$ cat config.mk
export PLATFORM = sky130hd
export DESIGN_NAME = scoped_attribute_stack_unit
export DESIGN_NICKNAME = d
export VERILOG_FILES = /design/src/sv/sas_pkg.sv /design/src/sv/sas_store.sv /design/src/sv/scoped_attribute_stack_unit.sv
export SDC_FILE = /design/constraint.sdc
export NUM_CORES = 2
export LEC_CHECK = 0
export ABC_AREA = 0
export BUFFER_PORTS_ARGS = -buffer_cell sky130_fd_sc_hd__buf_2
export CAP_MARGIN = 20
export CORE_ASPECT_RATIO = 0.5
export CORE_UTILIZATION = 55
export DETAILED_ROUTE_END_ITERATION = 10
export PLACE_DENSITY_LB_ADDON = 0.1
export SLEW_MARGIN = 15
export SYNTH_ARGS = -nofsm -noshare
export SYNTH_HDL_FRONTEND = slang
export SYNTH_SLANG_ARGS = --single-unit
$ cat constraint.sdc
create_clock -name clk -period 4.1 [get_ports clk]
set_input_delay 0.41 -clock clk [delete_from_list [all_inputs] [get_ports clk]]
set_output_delay 0.41 -clock clk [all_outputs]
set_load 0.03 [all_outputs]
$ cat src/sv/sas_pkg.sv
// shared types and constants for the scoped attribute stack
// request and response structs, opcode and status codes, entry layout
// no dependencies
`timescale 1ns / 1ps

package sas_pkg;

	localparam int MAX_ENTRIES_DEF = 64;
	localparam int MAX_SCOPES_DEF  = 16;
	localparam int ATTR_KINDS      = 32;
	localparam int KIND_W          = $clog2(ATTR_KINDS);
	localparam int VALUE_W         = 16;

	localparam logic signed [VALUE_W-1:0] VALUE_NONE = {VALUE_W{1'b1}};

	typedef enum logic [2:0] {
		REQ_OPEN   = 3'd0,
		REQ_PUSH   = 3'd1,
		REQ_REMOVE = 3'd2,
		REQ_CLOSE  = 3'd3,
		REQ_EMPTY  = 3'd4,
		REQ_LOOKUP = 3'd5
	} req_type_t;

	typedef enum logic [1:0] {
		ST_OK      = 2'd0,
		ST_NOSCOPE = 2'd1,
		ST_EMPTY   = 2'd2,
		ST_FULL    = 2'd3
	} status_t;

	typedef struct packed {
		req_type_t                  req_type;
		logic [KIND_W-1:0]          attr_kind;
		logic signed [VALUE_W-1:0]  attr_value;
	} req_t;

	typedef struct packed {
		status_t                    status;
		logic                       found;
		logic signed [VALUE_W-1:0]  value;
	} rsp_t;

	typedef struct packed {
		logic [KIND_W-1:0]          kind;
		logic signed [VALUE_W-1:0]  value;
	} entry_t;

endpackage

$ cat src/sv/sas_store.sv
// entry store of the scoped attribute stack: one write port, one read port
// with registered read data
// depends on sas_pkg
`timescale 1ns / 1ps

module sas_store #(
	parameter int DEPTH = sas_pkg::MAX_ENTRIES_DEF
) (
	input  logic                       clk,
	input  logic                       wr_en,
	input  logic [$clog2(DEPTH)-1:0]   wr_addr,
	input  sas_pkg::entry_t            wr_data,
	input  logic                       rd_en,
	input  logic [$clog2(DEPTH)-1:0]   rd_addr,
	output sas_pkg::entry_t            rd_data
);
	import sas_pkg::*;

	entry_t mem [DEPTH];
	entry_t rd_q;

	always_ff @(posedge clk) begin
		if (wr_en) begin
			mem[wr_addr] <= wr_data;
		end
		if (rd_en) begin
			rd_q <= mem[rd_addr];
		end
	end

	assign rd_data = rd_q;

endmodule

$ cat src/sv/scoped_attribute_stack_unit.sv
// top level of the scoped attribute stack: request sequencer, scope start
// memory and result register
// depends on sas_pkg and sas_store
`timescale 1ns / 1ps

// Nested scopes of (kind, value) entries kept in one shared store, scopes laid
// out back to back. One request is taken at a time and gives one response.
// Open, push, empty, the unused codes, any refused request and a close of the
// last scope go from execution straight to the done step. A close with a scope
// below it takes an extra step that reads the start of that scope from the
// scope start memory. Lookup and remove walk the entry store from the newest
// entry down, one entry per cycle through the store's single read port: all
// entries for a lookup, the top scope for a remove. A remove that hits then
// compacts the entries above the hit, one per cycle. The store and the scope
// memory need no clearing after reset. A finished response waits in the
// output register while the next request is already accepted.

module scoped_attribute_stack_unit #(
	parameter int MAX_ENTRIES = sas_pkg::MAX_ENTRIES_DEF,
	parameter int MAX_SCOPES  = sas_pkg::MAX_SCOPES_DEF
) (
	input  logic           clk,
	input  logic           arst_n,
	input  logic           req_valid,
	output logic           req_stall,
	input  sas_pkg::req_t  req,
	output logic           rsp_valid,
	input  logic           rsp_stall,
	output sas_pkg::rsp_t  rsp
);
	import sas_pkg::*;

	localparam int IW  = $clog2(MAX_ENTRIES);     // entry address
	localparam int CW  = $clog2(MAX_ENTRIES + 1); // entry count
	localparam int SIW = $clog2(MAX_SCOPES);      // scope address
	localparam int SCW = $clog2(MAX_SCOPES + 1);  // scope count

	typedef enum logic [5:0] {
		S_IDLE  = 6'b000001,
		S_EXEC  = 6'b000010,
		S_SCAN  = 6'b000100,
		S_SHIFT = 6'b001000,
		S_BASE  = 6'b010000,
		S_DONE  = 6'b100000
	} state_t;

	state_t          state_q;
	req_t            req_q;
	logic [SCW-1:0]  scope_cnt_q;
	logic [CW-1:0]   entry_cnt_q;
	logic [CW-1:0]   base_q;      // first entry of the top scope
	logic [IW-1:0]   ptr_q;       // next entry to read while scanning
	logic [CW-1:0]   left_q;      // entries still to read while scanning
	logic [CW-1:0]   sp_q;        // next entry to read while compacting
	logic            rd_vld_s1;   // store read data valid this cycle
	logic [IW-1:0]   rd_idx_s1;   // address of that read
	rsp_t            res_q;       // response under construction
	rsp_t            rsp_q;
	logic            rsp_valid_q;

	// scope start memory
	logic [CW-1:0]   ss_mem [MAX_SCOPES];
	logic [CW-1:0]   ss_rd_q;
	logic            ss_wr_en;
	logic            ss_rd_en;
	logic [SCW-1:0]  scope_cnt_m2;

	// entry store port
	logic            st_wr_en;
	logic [IW-1:0]   st_wr_addr;
	entry_t          st_wr_data;
	logic            st_rd_en;
	logic [IW-1:0]   st_rd_addr;
	entry_t          st_rd_data;

	logic            no_scope;
	logic            scopes_full;
	logic            store_full;
	logic            top_empty;
	logic            hit;
	logic            scan_issue;
	logic            shift_issue;
	logic            rsp_free;

	sas_store #(
		.DEPTH(MAX_ENTRIES)
	) u_store (
		.clk     (clk),
		.wr_en   (st_wr_en),
		.wr_addr (st_wr_addr),
		.wr_data (st_wr_data),
		.rd_en   (st_rd_en),
		.rd_addr (st_rd_addr),
		.rd_data (st_rd_data)
	);

	assign no_scope     = (scope_cnt_q == '0);
	assign scopes_full  = (scope_cnt_q >= SCW'(MAX_SCOPES));
	assign store_full   = (entry_cnt_q >= CW'(MAX_ENTRIES));
	assign top_empty    = (entry_cnt_q <= base_q);
	assign scope_cnt_m2 = scope_cnt_q - SCW'(2);

	// the compare of the scan: read data against the requested kind
	assign hit         = rd_vld_s1 && (st_rd_data.kind == req_q.attr_kind);
	assign scan_issue  = !hit && (left_q != '0);
	assign shift_issue = (sp_q != entry_cnt_q);
	assign rsp_free    = !rsp_valid_q || !rsp_stall;

	// memory port control
	always_comb begin
		st_wr_en   = 1'b0;
		st_wr_addr = entry_cnt_q[IW-1:0];
		st_wr_data = '{kind: req_q.attr_kind, value: req_q.attr_value};
		st_rd_en   = 1'b0;
		st_rd_addr = ptr_q;
		ss_wr_en   = 1'b0;
		ss_rd_en   = 1'b0;
		case (state_q)
			S_EXEC: begin
				case (req_q.req_type)
					REQ_OPEN:  ss_wr_en = !scopes_full;
					REQ_PUSH:  st_wr_en = !no_scope && !store_full;
					REQ_CLOSE: ss_rd_en = (scope_cnt_q > SCW'(1));
					default:   ;
				endcase
			end
			S_SCAN: begin
				st_rd_en = scan_issue;
			end
			S_SHIFT: begin
				// read entry sp, then write it one slot lower in the cycle after
				st_rd_en   = shift_issue;
				st_rd_addr = sp_q[IW-1:0];
				st_wr_en   = rd_vld_s1;
				st_wr_addr = rd_idx_s1 - IW'(1);
				st_wr_data = st_rd_data;
			end
			default: ;
		endcase
	end

	always_ff @(posedge clk) begin
		if (ss_wr_en) begin
			ss_mem[scope_cnt_q[SIW-1:0]] <= entry_cnt_q;
		end
		if (ss_rd_en) begin
			ss_rd_q <= ss_mem[scope_cnt_m2[SIW-1:0]];
		end
	end

	// request sequencer
	always_ff @(posedge clk or negedge arst_n) begin
		if (!arst_n) begin
			state_q     <= S_IDLE;
			scope_cnt_q <= '0;
			entry_cnt_q <= '0;
			rd_vld_s1   <= 1'b0;
			rsp_valid_q <= 1'b0;
		end else begin
			rd_vld_s1 <= 1'b0;
			if (rsp_valid_q && !rsp_stall) begin
				rsp_valid_q <= 1'b0;
			end
			case (state_q)
				S_IDLE: begin
					if (req_valid) begin
						req_q   <= req;
						state_q <= S_EXEC;
					end
				end
				S_EXEC: begin
					res_q   <= '{status: ST_OK, found: 1'b0, value: '0};
					state_q <= S_DONE;
					case (req_q.req_type)
						REQ_OPEN: begin
							if (scopes_full) begin
								res_q.status <= ST_FULL;
							end else begin
								base_q      <= entry_cnt_q;
								scope_cnt_q <= scope_cnt_q + SCW'(1);
							end
						end
						REQ_PUSH: begin
							if (no_scope) begin
								res_q.status <= ST_NOSCOPE;
							end else if (store_full) begin
								res_q.status <= ST_FULL;
							end else begin
								entry_cnt_q <= entry_cnt_q + CW'(1);
							end
						end
						REQ_REMOVE: begin
							if (no_scope) begin
								res_q.status <= ST_NOSCOPE;
							end else if (top_empty) begin
								res_q.status <= ST_EMPTY;
							end else begin
								// found reports a non-empty top scope, hit or not
								res_q.found <= 1'b1;
								ptr_q       <= IW'(entry_cnt_q - CW'(1));
								left_q      <= entry_cnt_q - base_q;
								state_q     <= S_SCAN;
							end
						end
						REQ_CLOSE: begin
							if (no_scope) begin
								res_q.status <= ST_NOSCOPE;
							end else begin
								entry_cnt_q <= base_q;
								scope_cnt_q <= scope_cnt_q - SCW'(1);
								if (scope_cnt_q > SCW'(1)) begin
									state_q <= S_BASE;
								end
							end
						end
						REQ_EMPTY: begin
							if (no_scope) begin
								res_q.status <= ST_NOSCOPE;
							end else begin
								entry_cnt_q <= base_q;
							end
						end
						REQ_LOOKUP: begin
							res_q.value <= VALUE_NONE;
							if (no_scope) begin
								res_q.status <= ST_NOSCOPE;
							end else if (entry_cnt_q != '0) begin
								ptr_q   <= IW'(entry_cnt_q - CW'(1));
								left_q  <= entry_cnt_q;
								state_q <= S_SCAN;
							end
						end
						default: ;
					endcase
				end
				S_SCAN: begin
					if (hit) begin
						if (req_q.req_type == REQ_LOOKUP) begin
							res_q.found <= 1'b1;
							res_q.value <= st_rd_data.value;
							state_q     <= S_DONE;
						end else begin
							sp_q    <= CW'(rd_idx_s1) + CW'(1);
							state_q <= S_SHIFT;
						end
					end else if (scan_issue) begin
						rd_vld_s1 <= 1'b1;
						rd_idx_s1 <= ptr_q;
						ptr_q     <= ptr_q - IW'(1);
						left_q    <= left_q - CW'(1);
					end else if (!rd_vld_s1) begin
						// walked the whole range without a match
						state_q <= S_DONE;
					end
				end
				S_SHIFT: begin
					if (shift_issue) begin
						rd_vld_s1 <= 1'b1;
						rd_idx_s1 <= sp_q[IW-1:0];
						sp_q      <= sp_q + CW'(1);
					end else if (!rd_vld_s1) begin
						entry_cnt_q <= entry_cnt_q - CW'(1);
						state_q     <= S_DONE;
					end
				end
				S_BASE: begin
					base_q  <= ss_rd_q;
					state_q <= S_DONE;
				end
				S_DONE: begin
					if (rsp_free) begin
						rsp_q       <= res_q;
						rsp_valid_q <= 1'b1;
						state_q     <= S_IDLE;
					end
				end
				default: begin
					state_q <= S_IDLE;
				end
			endcase
		end
	end

	assign req_stall = (state_q != S_IDLE);
	assign rsp_valid = rsp_valid_q;
	assign rsp       = rsp_q;

	// the top scope never starts above the fill level
	a_base_below_count: assert property (@(posedge clk) disable iff (!arst_n)
		(scope_cnt_q != '0) |-> (base_q <= entry_cnt_q))
		else $error("top scope start above entry count");

	// scope count moves only while a request executes
	a_scope_cnt_exec: assert property (@(posedge clk) disable iff (!arst_n)
		(scope_cnt_q != $past(scope_cnt_q)) |-> ($past(state_q) == S_EXEC))
		else $error("scope count changed outside execution");

	// a response appears only out of the done step
	a_rsp_from_done: assert property (@(posedge clk) disable iff (!arst_n)
		$rose(rsp_valid_q) |-> ($past(state_q) == S_DONE))
		else $error("response raised outside done step");

	// an accepted request goes straight to execution
	a_accept_exec: assert property (@(posedge clk) disable iff (!arst_n)
		(req_valid && !req_stall) |=> (state_q == S_EXEC))
		else $error("accepted request did not start");

	// compaction only ever writes below the entry it reads next
	a_shift_order: assert property (@(posedge clk) disable iff (!arst_n)
		(state_q == S_SHIFT && st_wr_en) |-> (CW'(st_wr_addr) < sp_q))
		else $error("compaction write overtook its read");

endmodule
==> results.cfg <==
[timing]
skew_ps = 29.63
post-route-min-period_ps = 4107
tightest_slew_ps = 1227
holdWs_ps = 173.4
worst_slack_ps = -7.183
slew_headroom_pct = 18.21
fin_setup_tns_ps = -7.183
setup_viol = 1
max_freq_mhz = 243.5
finalCritPeriodShare_pct = 100.2
drv_slew = 0
hold_viol_final = 0

[cts]
htreeDepth = 4
cts_sinks = 1599
cts_tree = built
insertion_delay_ps = 780
clkTransAtPathRegs_ps = 70
clock_path_buffers = 3
cts_root_buf = clkbuf_16
cts-buffers-inserted = 140

[global_routing]
gr-usage-all-layers_pct = 31.83
grt_pass1_wl_um = 267200
overflow = 0
grt_max_degree = 168
antenna_found_initial = 8
grt_pass1_vias = 37570

[die]
ios = 49
die_w_um = 483.9
rows = 87
fp.dieH_um = 242.9
dieArea_um2 = 117600
start_util_pct = 56.08
core-area_um2 = 113900

[routing]
wl_met3_um = 22910
drc = 0
num_vias = 39580
wl_um = 186800
met2_wirelength_um = 83120
firstDrtPassIters = 5
via_per_inst = 6.583
wl_met1_um = 75170
drtIter0Drc = 5445
maxUsedRoutingLayer = met5
avgRoutedWirePerCell_um = 31.08
final_antenna_net_count = 0

[placed_design]
io_buffers = 48
hpwl_um = 116200
gp_congestion = 0.8734
dpl_cell_area_um2 = 68630
pre_cts_ws_ps = -308.2
dpl.cell_count = 5723

[cells_and_area]
area_growth_pct = 15.43
nNetsFinal = 4435
seqCellArea_um2 = 47920
multiInputGateArea_um2 = 15160
stdcell_area_um2 = 73710
final_core_util_pct = 64.74
stdcell_count = 6012
fillers = 7986
drive_gt1_share_pct = 19.36

[worst_setup_path]
r2r-start = state_q[2]$_DFFE_PN0P_
cp.required_ps = 4730
crit_type = reg2reg
path_max_fanout = 39
arrival_ps = 4740
start_kind = flop
worstSetupStartpoint = state_q[2]$_DFFE_PN0P_
cp-end-kind = flop

[logic_synthesis]
syn-num-nets = 4122
synth_edf_count = 1579
synth_flop_cell = edfxtp_1
synth.top_cell.area_share_pct = 74.25
synth_top_area_cell = edfxtp_1
ys_seq_area_share_pct = 75.04
syn_area_um2 = 63860
synth.distinct_cells = 69
synth_warnings = 0
synth_seq_cells = 1599
synthTopCellsByArea = edfxtp_1 74%, mux4_2 4.2%, nand2_1 3.3%
syn_inst = 4070
syn_area_per_cell_um2 = 15.69
async_reset_ff_share_pct = 1.251

[power_and_ir_drop]
switching_share_pct = 23.27
p_per_area_nw_per_um2 = 484.1
ir_worst_vdd_v = 0.0003946
power_switching_mw = 8.302
seq_power_share_pct = 52.5
finalPower_mw = 35.68
p_int_mw = 27.38
combPwrFrac_pct = 8.9
p_leak_nw = 24.45
clkPwrFrac_pct = 38.7

[job]
max_cap_viol_count = 0

[run_status]
violations = negative setup slack
outcome = finished, violations left

[hold_path]
hold_path.class = in2async
## synthesized netlist by cell type, drive strengths merged (12+ instances only)
master   instances
nand2          560
inv             28
a21oi          284
o31ai           86
buf             65
xnor2           22
nor3            20
mux2i           91
edfxtp        1579
nand3          186
and3            12
mux4           120
xor2            20
a2111oi         80
and4            21
a32o           160
nor2           127
o21ai          195
a21o            18
dfrtp           19
ha              23
clkbuf         218
a31oi           16
## state kept, by name (all words and copies together), names as in the netlist
name	cells
ss_rd_q	7
entry_cnt_q	7
ss_mem	112
u_store.mem	1344
u_store.rd_data	21
left_q	7
scope_cnt_q	5
state_q	6
base_q	7
req_q	24
res_q	19
ptr_q	6
rsp_valid	1
rd_idx_s1	6
rsp	19
rd_vld_s1	1
sp_q	7
## placed cells by master (no fill, tap or decap), types with 61 or more instances in the layout
master / n
nand3_1: 186
nor2_2: 64
edfxtp_1: 1579
a32o_1: 160
o31ai_1: 81
mux2i_1: 91
nand2_1: 536
clkbuf_16: 148
buf_4: 333
mux4_2: 120
o21ai_0: 191
nor2_1: 61
a21oi_1: 283
a2111oi_0: 74
## routing by layer
| layer | vias to the layer above | global-route usage (%) |
|---|---|---|
| met5 | - | 0 |
| met2 | 2351 | 47.01 |
| met3 | 286 | 7.841 |
| met4 | 2 | 10.38 |
| li1 | 16660 | - |
| met1 | 20280 | 46.72 |
## worst paths after layout
path,endpoint,slack [ps],cells past startpoint
worst max-delay path,u_store.rd_data[18]$_DFFE_PP_,-7,11
worst min-delay path,scope_cnt_q[1]$_DFFE_PN0P_,170,2
worst max register to register,u_store.rd_data[18]$_DFFE_PP_,-7,11
worst min register to register,rsp[13]$_DFFE_PP_,420,0
max in group asynchronous,entry_cnt_q[5]$_DFFE_PN0P_,3490,2
min in group clk,req_q[4]$_DFFE_PP_,340,2
## worst max-delay path: stages (launching register included)
cell and delay [ps]:
dfrtp_1 470, nor4_4 490, and2_4 270, nor2_4 70, buf_12 190, inv_8 320, buf_4 310, buf_4 240
nand2_1 90, a32o_1 260, o31ai_1 860, and4_1 290
## power by group through the flow
stage,Clock (mW),Sequential [mW],Combinational [mW]
2_1_floorplan,0,19.0,1.80
3_3_place_gp,0,19.1,3.02
3_5_place_dp,0,19.1,3.09
4_1_cts,13.9,18.7,3.13
5_1_grt,14.5,18.7,3.37
6_report,13.8,18.7,3.17
## logic make-up (layout without fill, tap and decap cells)
kind of cell	after synthesis	after routing	share of synthesized area, %
mux	218	218	5.782
flops	1599	1599	75.04
compound gates	887	887	9.368
fa+ha+maj	24	24	0.4820
other cells	0	10	0
xor+xnor	42	42	0.5761
simple gates	989	990	6.795
buf+inv	311	729	1.957
## cell type report
| type | count | share of cell area [%] |
|---|---|---|
| clock buffers | 177 | 5.186 |
| flip-flops and latches | 1599 | 65.01 |
| multi-input cells | 2161 | 20.57 |
| clock inverters | 71 | 1.166 |
| inverters | 28 | 0.1528 |
| repair buffers | 453 | 5.310 |
| diodes | 10 | 0.03395 |
| well taps | 1513 | 2.568 |
## timing repair
action                     in CTS  in global routing
buffers inserted                0                  1
setup endpoints to repair       7                  7
hold endpoints to repair       46                  0
cloned                          1                  0
hold buffers                   27                  0
gates resized for setup         4                  3
pin swaps                       1                  1
(Power assumes the default switching activity.)
